[src/rtl/core/rtc_bnr_pkg.sv]
// Shared types, register map codes and digit helpers for the banked
// nibble RTC register file. No dependencies.
`timescale 1ns / 1ps

package rtc_bnr_pkg;

  // Sequencer states: wait for an access, wait for RAM data, hold the result
  typedef enum logic [1:0] {
    ST_IDLE,
    ST_LOOKUP,
    ST_OUT
  } state_e;

  // Bus access kinds
  localparam logic CMD_READ  = 1'b0;
  localparam logic CMD_WRITE = 1'b1;

  // Bank select codes from the mode register
  localparam logic [1:0] BANK_TIME    = 2'd0;
  localparam logic [1:0] BANK_ALARM   = 2'd1;
  localparam logic [1:0] BANK_SCR_LO  = 2'd2;
  localparam logic [1:0] BANK_SCR_HI  = 2'd3;

  // Time bank register map
  localparam logic [3:0] ADDR_SEC_ONES  = 4'd0;
  localparam logic [3:0] ADDR_SEC_TENS  = 4'd1;
  localparam logic [3:0] ADDR_MIN_ONES  = 4'd2;
  localparam logic [3:0] ADDR_MIN_TENS  = 4'd3;
  localparam logic [3:0] ADDR_HR_ONES   = 4'd4;
  localparam logic [3:0] ADDR_HR_TENS   = 4'd5;
  localparam logic [3:0] ADDR_WEEKDAY   = 4'd6;
  localparam logic [3:0] ADDR_DAY_ONES  = 4'd7;
  localparam logic [3:0] ADDR_DAY_TENS  = 4'd8;
  localparam logic [3:0] ADDR_MON_ONES  = 4'd9;
  localparam logic [3:0] ADDR_MON_TENS  = 4'd10;
  localparam logic [3:0] ADDR_YR_ONES   = 4'd11;
  localparam logic [3:0] ADDR_YR_TENS   = 4'd12;
  localparam logic [3:0] ADDR_MODE      = 4'd13;
  localparam logic [3:0] ADDR_TEST      = 4'd14;
  localparam logic [3:0] ADDR_RESET     = 4'd15;

  // Alarm register that carries the 24-hour select in bit 0
  localparam logic [3:0] ADDR_ALARM_H24 = 4'd10;

  // Calendar time carried with each access
  typedef struct packed {
    logic [5:0] seconds;
    logic [5:0] minutes;
    logic [4:0] hours;
    logic [4:0] day_of_month;
    logic [3:0] month_index;
    logic [7:0] years_since_base;
    logic [2:0] weekday;
  } time_fields_t;

  // Bits of each alarm register that can hold a one
  function automatic logic [3:0] alarm_mask(input logic [3:0] addr);
    logic [3:0] m;
    case (addr)
      4'd0, 4'd1, 4'd9, 4'd12: m = 4'h0;
      4'd3, 4'd6:              m = 4'h7;
      4'd5, 4'd8, 4'd11:       m = 4'h3;
      ADDR_ALARM_H24:          m = 4'h1;
      default:                 m = 4'hf;
    endcase
    return m;
  endfunction

  // Tens digit by reciprocal multiply, exact for values below 128
  function automatic logic [3:0] div10(input logic [6:0] x);
    logic [14:0] p;
    p = 15'(x) * 15'd205;
    return p[14:11];
  endfunction

  // Ones digit as value minus ten times the tens digit
  function automatic logic [3:0] mod10(input logic [6:0] x);
    logic [6:0] q10;
    q10 = 7'(div10(x)) * 7'd10;
    return 4'(x - q10);
  endfunction

endpackage

[src/rtl/core/rtc_bnr_ram.sv]
// Generic single-write, single-read synchronous RAM with registered read.
// No dependencies.
`timescale 1ns / 1ps

module rtc_bnr_ram #(
  parameter int WIDTH = 4,
  parameter int DEPTH = 39
) (
  input  logic                     clk_i,
  input  logic                     we_i,
  input  logic [$clog2(DEPTH)-1:0] waddr_i,
  input  logic [WIDTH-1:0]         wdata_i,
  input  logic                     re_i,
  input  logic [$clog2(DEPTH)-1:0] raddr_i,
  output logic [WIDTH-1:0]         rdata_o
);

  logic [WIDTH-1:0] mem_q [DEPTH];
  logic [WIDTH-1:0] rdata_q;

  // Write port
  always_ff @(posedge clk_i) begin
    if (we_i) begin
      mem_q[waddr_i] <= wdata_i;
    end
  end

  // Registered read port
  always_ff @(posedge clk_i) begin
    if (re_i) begin
      rdata_q <= mem_q[raddr_i];
    end
  end

  assign rdata_o = rdata_q;

endmodule

[src/rtl/core/rtc_bnr_time.sv]
// Time bank read decoder: turns the calendar fields into decimal digits.
// Depends on rtc_bnr_pkg.
`timescale 1ns / 1ps

module rtc_bnr_time (
  input  rtc_bnr_pkg::time_fields_t time_i,
  input  logic [3:0]                address_i,
  input  logic [3:0]                mode_i,
  input  logic                      hour24_i,
  output logic [3:0]                digit_o
);

  import rtc_bnr_pkg::*;

  logic [6:0] sec;
  logic [6:0] min;
  logic [6:0] hr;
  logic [6:0] day;
  logic [6:0] mon;
  logic [6:0] yr;
  logic [6:0] hr12;
  logic       pm;
  logic [3:0] hr_tens;

  // Widen fields; month counts from one, year folds into two digits
  always_comb begin
    sec = 7'(time_i.seconds);
    min = 7'(time_i.minutes);
    hr  = 7'(time_i.hours);
    day = 7'(time_i.day_of_month);
    mon = 7'(time_i.month_index) + 7'd1;
    if (time_i.years_since_base >= 8'd200) begin
      yr = 7'(time_i.years_since_base - 8'd200);
    end else if (time_i.years_since_base >= 8'd100) begin
      yr = 7'(time_i.years_since_base - 8'd100);
    end else begin
      yr = 7'(time_i.years_since_base);
    end
  end

  // Hour tens in 24-hour form, or 12-hour tens with the PM flag in bit 1
  always_comb begin
    pm = (hr >= 7'd12);
    if (hr >= 7'd24) begin
      hr12 = hr - 7'd24;
    end else if (pm) begin
      hr12 = hr - 7'd12;
    end else begin
      hr12 = hr;
    end
    if (hour24_i) begin
      hr_tens = div10(hr);
    end else begin
      hr_tens = {2'b00, pm, (hr12 >= 7'd10)};
    end
  end

  // Select the addressed digit
  always_comb begin
    unique case (address_i)
      ADDR_SEC_ONES: digit_o = mod10(sec);
      ADDR_SEC_TENS: digit_o = div10(sec);
      ADDR_MIN_ONES: digit_o = mod10(min);
      ADDR_MIN_TENS: digit_o = div10(min);
      ADDR_HR_ONES:  digit_o = mod10(hr);
      ADDR_HR_TENS:  digit_o = hr_tens;
      ADDR_WEEKDAY:  digit_o = 4'(time_i.weekday);
      ADDR_DAY_ONES: digit_o = mod10(day);
      ADDR_DAY_TENS: digit_o = div10(day);
      ADDR_MON_ONES: digit_o = mod10(mon);
      ADDR_MON_TENS: digit_o = div10(mon);
      ADDR_YR_ONES:  digit_o = mod10(yr);
      ADDR_YR_TENS:  digit_o = div10(yr);
      ADDR_MODE:     digit_o = mode_i;
      default:       digit_o = 4'h0;
    endcase
  end

endmodule

[src/rtl/core/rtc_banked_nibble_registers.sv]
// Top level of the banked nibble RTC register file.
// Depends on rtc_bnr_pkg, rtc_bnr_ram and rtc_bnr_time.
`timescale 1ns / 1ps

// Usage
//   Input channel (in_valid_i / in_stall_o): one bus access per beat, with
//   cmd, address, write nibble and the current calendar time.
//   Output channel (out_valid_o / out_stall_i): one read_data nibble per
//   access; writes return zero.
//   The low two bits of the mode register (address 13) pick the bank:
//   time digits, alarm registers, or low / high scratch nibbles.
//   Alarm and scratch nibbles live in one RAM of 3 * BANK_ENTRIES nibbles
//   with a registered read; a valid bit per entry makes unwritten entries
//   read as zero, so no clearing pass is needed after reset.
// Sequencing
//   The RAM is read at the edge that accepts the input beat and the output
//   register loads at the next edge, as the sequencer passes from ST_LOOKUP
//   to ST_OUT, where out_valid_o rises. A new access is taken at the edge
//   its predecessor's result leaves, so the block takes no new access until
//   the last result has left; ST_LOOKUP waits for the registered RAM read.
// Reset and stall
//   Reset clears the mode register, the 24-hour flag and all valid bits.
//   While out_stall_i is high the result holds and in_stall_o stays high.
//   Writes to addresses 14 and 15 are taken and discarded: never readable.

module rtc_banked_nibble_registers #(
  parameter int BANK_ENTRIES = 13
) (
  input  logic       clk_i,
  input  logic       rst_ni,
  input  logic       in_valid_i,
  output logic       in_stall_o,
  input  logic       cmd_i,
  input  logic [3:0] address_i,
  input  logic [3:0] write_data_i,
  input  logic [5:0] seconds_i,
  input  logic [5:0] minutes_i,
  input  logic [4:0] hours_i,
  input  logic [4:0] day_of_month_i,
  input  logic [3:0] month_index_i,
  input  logic [7:0] years_since_base_i,
  input  logic [2:0] weekday_i,
  output logic       out_valid_o,
  input  logic       out_stall_i,
  output logic [3:0] read_data_o
);

  import rtc_bnr_pkg::*;

  localparam int RAM_DEPTH = 3 * BANK_ENTRIES;
  localparam int IDX_W     = $clog2(RAM_DEPTH);

  state_e               state_q, state_d;
  logic [3:0]           mode_q, mode_d;
  logic                 h24_q, h24_d;
  logic [RAM_DEPTH-1:0] valid_q, valid_d;
  logic                 src_ram_q, src_ram_d;
  logic                 hit_q, hit_d;
  logic [3:0]           digit_q, digit_d;
  logic [3:0]           read_data_q, read_data_d;

  logic                 in_accept;
  logic                 capture;
  logic [1:0]           bank;
  logic                 in_ram;
  logic [IDX_W-1:0]     ram_base;
  logic [IDX_W-1:0]     ram_idx;
  logic                 ram_we;
  logic                 ram_re;
  logic [3:0]           ram_wdata;
  logic [3:0]           ram_rdata;
  logic [3:0]           time_digit;
  time_fields_t         time_fields;

  // Gather the calendar fields
  assign time_fields = '{
    seconds:          seconds_i,
    minutes:          minutes_i,
    hours:            hours_i,
    day_of_month:     day_of_month_i,
    month_index:      month_index_i,
    years_since_base: years_since_base_i,
    weekday:          weekday_i
  };

  // Sequencer next state
  always_comb begin
    state_d = state_q;
    unique case (state_q)
      ST_IDLE: begin
        if (in_valid_i) begin
          state_d = ST_LOOKUP;
        end
      end
      ST_LOOKUP: begin
        state_d = ST_OUT;
      end
      ST_OUT: begin
        if (!out_stall_i) begin
          state_d = in_valid_i ? ST_LOOKUP : ST_IDLE;
        end
      end
      default: state_d = ST_IDLE;
    endcase
  end

  // Sequencer outputs
  always_comb begin
    in_stall_o  = 1'b1;
    out_valid_o = 1'b0;
    capture     = 1'b0;
    unique case (state_q)
      ST_IDLE: begin
        in_stall_o = 1'b0;
      end
      ST_LOOKUP: begin
        capture = 1'b1;
      end
      ST_OUT: begin
        out_valid_o = 1'b1;
        in_stall_o  = out_stall_i;
      end
      default: begin
        in_stall_o = 1'b1;
      end
    endcase
  end

  assign in_accept = in_valid_i && !in_stall_o;

  // Map bank and address onto the nibble RAM
  assign bank   = mode_q[1:0];
  assign in_ram = (bank != BANK_TIME) && (32'(address_i) < BANK_ENTRIES);

  always_comb begin
    case (bank)
      BANK_SCR_LO: ram_base = IDX_W'(BANK_ENTRIES);
      BANK_SCR_HI: ram_base = IDX_W'(2 * BANK_ENTRIES);
      default:     ram_base = '0;
    endcase
  end

  assign ram_idx = ram_base + IDX_W'(address_i);

  // Alarm writes keep only the bits each register can hold
  assign ram_wdata = (bank == BANK_ALARM) ? (write_data_i & alarm_mask(address_i))
                                          : write_data_i;
  assign ram_we    = in_accept && in_ram && (cmd_i == CMD_WRITE);
  assign ram_re    = in_accept && in_ram && (cmd_i == CMD_READ);

  rtc_bnr_ram #(
    .WIDTH (4),
    .DEPTH (RAM_DEPTH)
  ) u_ram (
    .clk_i   (clk_i),
    .we_i    (ram_we),
    .waddr_i (ram_idx),
    .wdata_i (ram_wdata),
    .re_i    (ram_re),
    .raddr_i (ram_idx),
    .rdata_o (ram_rdata)
  );

  rtc_bnr_time u_time (
    .time_i    (time_fields),
    .address_i (address_i),
    .mode_i    (mode_q),
    .hour24_i  (h24_q),
    .digit_o   (time_digit)
  );

  // Update mode, the 24-hour shadow of alarm bit 0 and the valid bits
  always_comb begin
    mode_d  = mode_q;
    h24_d   = h24_q;
    valid_d = valid_q;
    if (in_accept && (cmd_i == CMD_WRITE)) begin
      if (address_i == ADDR_MODE) begin
        mode_d = write_data_i;
      end
      if ((bank == BANK_ALARM) && (address_i == ADDR_ALARM_H24)) begin
        h24_d = write_data_i[0];
      end
    end
    if (ram_we) begin
      valid_d[ram_idx] = 1'b1;
    end
  end

  // Latch the access: source of the result and the non-RAM value
  always_comb begin
    src_ram_d = src_ram_q;
    hit_d     = hit_q;
    digit_d   = digit_q;
    if (in_accept) begin
      src_ram_d = ram_re;
      hit_d     = valid_q[ram_idx];
      digit_d   = (cmd_i == CMD_READ) ? time_digit : 4'h0;
    end
  end

  // Fill the output register once RAM data is back
  always_comb begin
    read_data_d = read_data_q;
    if (capture) begin
      if (src_ram_q) begin
        read_data_d = hit_q ? ram_rdata : 4'h0;
      end else begin
        read_data_d = digit_q;
      end
    end
  end

  // Control registers
  always_ff @(posedge clk_i or negedge rst_ni) begin
    if (!rst_ni) begin
      state_q   <= ST_IDLE;
      mode_q    <= 4'h0;
      h24_q     <= 1'b0;
      valid_q   <= '0;
      src_ram_q <= 1'b0;
      hit_q     <= 1'b0;
    end else begin
      state_q   <= state_d;
      mode_q    <= mode_d;
      h24_q     <= h24_d;
      valid_q   <= valid_d;
      src_ram_q <= src_ram_d;
      hit_q     <= hit_d;
    end
  end

  // Payload registers
  always_ff @(posedge clk_i) begin
    digit_q     <= digit_d;
    read_data_q <= read_data_d;
  end

  assign read_data_o = read_data_q;

endmodule

[config.mk]
export PLATFORM = sky130hd
export DESIGN_NAME = rtc_banked_nibble_registers
export DESIGN_NICKNAME = d
export VERILOG_FILES = /design/src/rtl/core/rtc_bnr_pkg.sv /design/src/rtl/core/rtc_bnr_ram.sv /design/src/rtl/core/rtc_bnr_time.sv /design/src/rtl/core/rtc_banked_nibble_registers.sv
export SDC_FILE = /design/constraint.sdc
export NUM_CORES = 1
export LEC_CHECK = 0
export ABC_AREA = 1
export BUFFER_PORTS_ARGS = -buffer_cell sky130_fd_sc_hd__buf_2
export CAP_MARGIN = 20
export CORE_MARGIN = 10
export CORE_UTILIZATION = 51
export DETAILED_ROUTE_END_ITERATION = 10
export GPL_TIMING_DRIVEN = 0
export PLACE_DENSITY = 0.68
export SYNTH_ARGS = -nofsm -noshare
export SYNTH_HDL_FRONTEND = slang
export SYNTH_SLANG_ARGS = --single-unit
export TNS_END_PERCENT = 30
[constraint.sdc]
create_clock -name clk_i -period 6.3 [get_ports clk_i]
set_input_delay 1.26 -clock clk_i [delete_from_list [all_inputs] [get_ports clk_i]]
set_output_delay 1.26 -clock clk_i [all_outputs]
set_load 0.01 [all_outputs]
Word-level counts from Yosys, hierarchy flattened
Memories as Yosys holds them, arrays and structs flattened. A register that Yosys moved wholly into a read port is not among the register bits.
Index checks and enable logic that the tools add are counted.
{ "op_classes": {"n_addsub": 12, "multipliers": 12, "bitwise": 3, "reduce_logical": 15, "eq_ne": 20, "muxes": 23, "shifts": 0, "magnitude_cmp": 8, "n_div": 0} }
{ "op_table": {"columns": ["op", "count"], "rows": [
  ["$pmux W4 S14", 1],
  ["$mul A5 B8 Y13 const B", 3],
  ["$or A39 B39 Y39", 1],
  ["$mul A6 B8 Y14 const B", 2],
  ["$mux W7", 4],
  ["$eq A4 B4 Y1 const B", 6],
  ["$mul A4 B3 Y3 const B", 6],
  ["$sub A4 B4 Y4", 6],
  ["$eq A4 B3 Y1 const B", 4],
  ["$mux W4", 4],
  ["$mul A7 B8 Y15 const B", 1],
  ["$sub A7 B7 Y7 const B", 2],
  ["$pmux W5 S2", 1],
  ["$eq A4 B2 Y1 const B", 2],
  ["$ge A8 B7 Y1 const B", 1],
  ["$ge A8 B8 Y1 const B", 1],
  ["$logic_and A1 B1 Y1", 8],
  ["$ge A7 B4 Y1 const B", 1],
  ["$lt A6 B7 Y1 const B", 1],
  ["$mux W1", 7],
  ["$add A6 B4 Y6", 1],
  ["$bmux W1 S6", 1],
  ["$demux W1 S6", 1],
  ["$eq A2 B2 Y1 const B", 3],
  ["20 further kinds", 25]
]} }
{ "totals": {"rom_bits": 64, "ramBits": 156, "regBits": 56, "latchBits": 0, "out_inout_bits": 6, "in_bits": 50, "mem_count": 2, "wordCells": 103} }
{ "memory_table": {"columns": ["name", "words", "width", "read_ports", "rd_clocked_by_memory_dff", "wr", "line_no", "text"], "rows": [
  ["u_ram.mem_q", 39, 4, 1, 1, 1, "rtc_bnr_ram.sv:18", "logic [WIDTH-1:0] mem_q [DEPTH];"],
  ["(name not given)", 16, 4, 1, 0, 0, "rtc_bnr_pkg.sv:59", "case (addr)"]
]} }

Logic depth before layout (Yosys ltp)
{ "logic_depth": {"ltp_word": 8, "mapped_depth": 38, "mapped_depth_nobuf": 38} }

Cells and area by module
A second synthesis with hierarchy kept.
{ "hier_totals": {"hier_cells": 1668, "area_unflattened_um2": 14888.0} }
{ "by_module_without_submodules": {"columns": ["module", "area_per_inst_um2", "seq_area_each_um2", "cells_per_inst", "n_inst"], "rows": [
  ["rtc_bnr_ram", 6706.4, 4804.6, 585, 1],
  ["rtc_bnr_time", 5119.9, 0.0, 712, 1],
  ["rtc_banked_nibble_registers", 3061.7, 1441.4, 371, 1]
]} }

Worst setup path after synthesis
OpenSTA, ideal clock, no wires.
{ "synth_path": {"kind": "in2reg", "start": "in years_since_base_i[3]", "end": "reg digit_q[3] (data pin)", "cell_stages": 35, "slack_ns": 0.262, "setup_time_ns": 0.249, "required_time_ns": 6.051, "arrival_time_ns": 5.789, "path_buffers": 0, "path_cell_list": "inv_1 > ha_1 > nand2_1 > nand2_1 > nand2_1 > nand2_2 > nand2_2 > o22ai_1 > xor2_1 > ha_1 > fa_1 > ha_1 > inv_1 > fa_1 > inv_1 > ha_1 > nand2_1 > nor2_1 > nand2_2 > nand2_2 > nand2_2 > nand2_2 > ha_1 > inv_1 > fa_1 > inv_1 > nand2_1 > nand2_1 > nand3_1 > nand2_1 > nand2_2 > nand3_2 > nand3_2 > nand2_1 > inv_1"} }
{ "synth_via": {"elab_chain_len": 7, "word_cells_on_any_way": 10, "cone_classes": "add/sub: 3; mul: 2; order compare: 2; mux: 3"} }
{ "synth_lines": {"columns": ["item", "line_no", "text"], "rows": [
  ["start, declared", "rtc_banked_nibble_registers.sv:41", "input logic [7:0] years_since_base_i,"],
  ["$sub A7 B7 Y7 or $ge A8 B7 Y1 (tied branches)", "rtc_bnr_time.sv:35, rtc_bnr_time.sv:34", null],
  ["$mux W7", "rtc_bnr_time.sv:34", "end else if (time_i.years_since_base >= 8'd100) begin"],
  ["$mux W7 (*)", "rtc_bnr_time.sv:32", "if (time_i.years_since_base >= 8'd200) begin"],
  ["$mul A7 B8 Y15", "rtc_bnr_pkg.sv:72", "p = 15'(x) * 15'd205;"],
  ["$mul A4 B3 Y3", "rtc_bnr_pkg.sv:79", "q10 = 7'(div10(x)) * 7'd10;"],
  ["$sub A4 B4 Y4", "rtc_bnr_pkg.sv:80", "return 4'(x - q10);"],
  ["$pmux W4 S14 (*)", "rtc_bnr_time.sv:60", "unique case (address_i)"],
  ["end signal, assigned", "rtc_banked_nibble_registers.sv:235", "digit_q <= digit_d;"],
  ["end, declared", "rtc_banked_nibble_registers.sv:59", "logic [3:0] digit_q, digit_d;"]
]} }
Mark *: on every way between the ends. The rest lies on a longest branch, timed or not.
A chain may end at the register's enable or synchronous reset.

Final worst setup path
{ "layout_path": {"start": "in years_since_base_i[3]", "end": "reg digit_q[2] (data pin)"} }
Same word-level chain as after synthesis.

==> flow_metrics.py <==
metrics = {
    "placement": {
        "dp_hpwl_um": 25000,
        "place_worst_setup_slack_ps": -459,
        "port_buffers": 55,
        "dpl_cell_area_um2": 14500,
        "gp_congestion": 0.936,
    },
    "floorplanning": {
        "die_h_um": 184,
        "rows": 59,
        "core_um2": 26200,
        "start_util_pct": 52.1,
        "die_x_um": 184,
        "die-area_um2": 33700,
        "num_io_pins": 56,
    },
    "finish": {
        "layout-drive-gt1-share_pct": 13.8,
        "stdcell_area_um2": 15500,
        "fin_nets": 1718,
        "areaGrowthSynthToFinish_pct": 13.1,
        "fill_cells": 2154,
    },
    "worst_setup_path": {
        "r2r_slack_ps": 2200,
        "slowest_delay_ps": 440,
        "crit_slowest_cell": "fa_2",
        "worstSetupPathType": "in2reg",
        "cp_top_family": "adder cells",
        "rr_worst_depth": 10,
        "cp_max_fo": 4,
        "worstPathRequired_ps": 6510,
        "cp_data_arrival_time_ps": 6290,
        "reg2reg_to": "u_ram.mem_q[32][1]",
        "r2r_start": "mode_q[1]",
        "worst-path-buf-inv": 8,
        "end_kind": "flop",
        "setup.worst_path.start_class": "input port",
    },
    "cts": {
        "numCtsBuffers": 21,
        "cts_tree": "done",
        "hold_buffers": 0,
        "numClockSinks": 216,
        "worstSkewPairLatency_ps": 510,
        "clockBufferDepth": 3,
        "clkTransAtPathRegs_ps": 60,
        "cts-root-buf": "clkbuf_16",
        "cts_max_level": 1,
    },
    "detailed_routing": {
        "drc_errors": 0,
        "wl_per_cell_um": 18.3,
        "totalWireLength_um": 33200,
        "viasPerCell": 5.54,
        "vias": 10100,
        "drtIter0Drc": 819,
        "dr.pass1.iters": 5,
        "detail-route-antenna-nets": 0,
    },
    "sta": {
        "hold_viol": 0,
        "min_period_ps": 6070,
        "setup_viol": 0,
        "worst_slew_pin_slew_ps": 921,
        "max_freq_mhz": 165,
        "finalCritPeriodShare_pct": 96.4,
        "worst_slack_ps": 225,
        "slew_violations": 0,
        "finalClockSkew_ps": 21.6,
        "slew_headroom_pct": 38.6,
    },
    "pwr": {
        "p_per_area_nw_per_um2": 319,
        "ir_drop_mv": 0.173,
        "leakagePower_uw": 0.00703,
    },
    "job": {
        "maxCapViolCount": 0,
    },
    "hold_path": {
        "hold_class": "reg2reg",
        "hold_depth": 2,
        "holdPathEnd": "valid_q[35]",
        "min_from": "valid_q[35]",
    },
    "yosys": {
        "ys_seq_area_share_pct": 45.7,
        "ys_ff_latch": 216,
        "ys_types": 53,
        "ys.flop_type": "edfxtp_1",
        "async_reset_ff_share_pct": 22.2,
        "netlist_area_um2": 13700,
        "avgSynthCellArea_um2": 9.93,
        "syn_nets": 1625,
        "yosysWarnings": 0,
        "synth_edf_count": 168,
        "syn_inst": 1375,
    },
    "global_routing": {
        "grt_usage_pct": 19.6,
        "grt_overflow": 0,
        "grt_max_degree": 32,
        "grt_pass1_wl_um": 52500,
        "first_global_vias": 9917,
        "antenna_found_initial": 1,
    },
    "outcome": {
        "status": "finished clean",
    },
}
repair_timing:
item / CTS / global route
setup buffers: 0 / 10
gates resized for setup: 0 / 30
endpoints found under the setup margin: 0 / 3
area by class of cell:
type	instances	area (um^2)	area share [%]
diodes	1	2.50	0.0162
plain buffers	22	105	0.680
clock buffers	26	554	3.59
clock inverters	12	106	0.688
inverters	221	833	5.39
multi-input cells	916	6690	43.3
flip-flops and latches	216	6250	40.4
well taps	335	419	2.71
repair buffers	70	490	3.17
tightest hold or removal path, stage by stage (launching register included):
cell and delay (ps):
dfrtp_1 320, inv_1 50, o21ai_0 60
flip-flops by register name, indices dropped and copies added, names as in the netlist:
register and flops:
state_q 2, read_data_o 4, u_ram.rdata_o 4, digit_q 4, h24_q 1, src_ram_q 1
u_ram.mem_q 156, hit_q 1, mode_q 4, valid_q 39
cells by family after synthesis:
kind of cell / share of synthesized area, %
AOI/OAI and AO/OA: 10.2
and+or+nand+nor: 15.7
DFF: 45.7
xor gates and xnor gates: 1.15
buffers and inverters: 6.84
muxes: 0.229
adders and majority gates: 20.1
layout by cell type (no fill, tap or decap), types with 9 or more instances in the layout:
cell type,instances
nand2_1,222
inv_1,215
edfxtp_1,168
ha_1,160
nor2_1,98
buf_2,63
a21oi_1,53
nand3_1,52
o21ai_0,51
dfrtp_1,48
a22oi_1,36
fa_1,32
or2_2,25
nand4_1,22
clkbuf_16,21
a221oi_1,18
nand2_2,16
clkbuf_1,14
buf_4,13
xor2_1,11
or2_1,9
o22ai_1,9
power breakdown:
group	switching (uW)	total, uW	internal [uW]
sequential	46.4	1700	1650
combinational	1290	2030	737
clock	532	1210	675
metal layers:
layer	track usage [%]	vias up	wire length [um]
li1	-	4909	-
met1	26.2	4795	14500
met2	32.0	311	15600
met3	4.23	54	2560
met4	4.26	0	619
met5	0	-	0
how the worst max path moves through the flow:
stage          slack (ps)    endpoint  cells after the start             startpoint
2_1_floorplan         260  digit_q[3]                     35  years_since_base_i[3]
3_5_place_dp         -460  digit_q[3]                     36  years_since_base_i[3]
5_1_grt               -40  digit_q[2]                     28  years_since_base_i[3]
4_1_cts                40  digit_q[2]                     30  years_since_base_i[3]
3_3_place_gp         -420  digit_q[2]                     30  years_since_base_i[3]
6_report              230  digit_q[2]                     28  years_since_base_i[3]
cell usage after synthesis (3+ instances only):
cell / number / share of area, %
edfxtp_1: 168 / 37
nand2_2: 16 / 0.73
o22ai_1: 11 / 0.50
or2_1: 9 / 0.41
inv_1: 218 / 6.0
or2_2: 25 / 1.1
a211oi_1: 3 / 0.16
nor3_1: 8 / 0.29
buf_4: 3 / 0.16
o21bai_1: 3 / 0.16
nand3_1: 52 / 1.9
a21boi_0: 5 / 0.27
nor2_1: 100 / 2.7
xor2_1: 14 / 0.90
a31oi_1: 6 / 0.27
xnor2_1: 4 / 0.26
inv_2: 3 / 0.082
a22o_1: 7 / 0.45
a21oi_1: 54 / 2.0
o211ai_1: 3 / 0.16
ha_1: 167 / 15
nand4_1: 22 / 1.0
clkbuf_1: 10 / 0.27
nand3b_1: 5 / 0.27
fa_1: 33 / 4.8
dfrtp_1: 48 / 8.8
a221oi_1: 18 / 1.2
a22oi_1: 36 / 2.0
o21a_1: 4 / 0.22
o21ai_0: 51 / 1.9
nor2_2: 3 / 0.14
buf_2: 9 / 0.33
nand3_2: 5 / 0.37
nand2_1: 223 / 6.1
stage by stage:
stage | TNS (ps) | hold slack (ps) | total power [uW] | utilization [%] | cells
4_1_cts | 0 | 462 | 4840 | 58.0 | 1808
2_1_floorplan | 0 | 424 | 3040 | - | 1375
3_3_place_gp | -970 | 437 | 3590 | 54.8 | 1765
6_report | 0 | 465 | 4930 | 59.0 | 1819
3_5_place_dp | -1100 | 448 | 3640 | 55.5 | 1770
5_1_grt | -46.5 | 477 | 5270 | 59.0 | 1819
No activity file was read; power rests on OpenSTA's default activity.
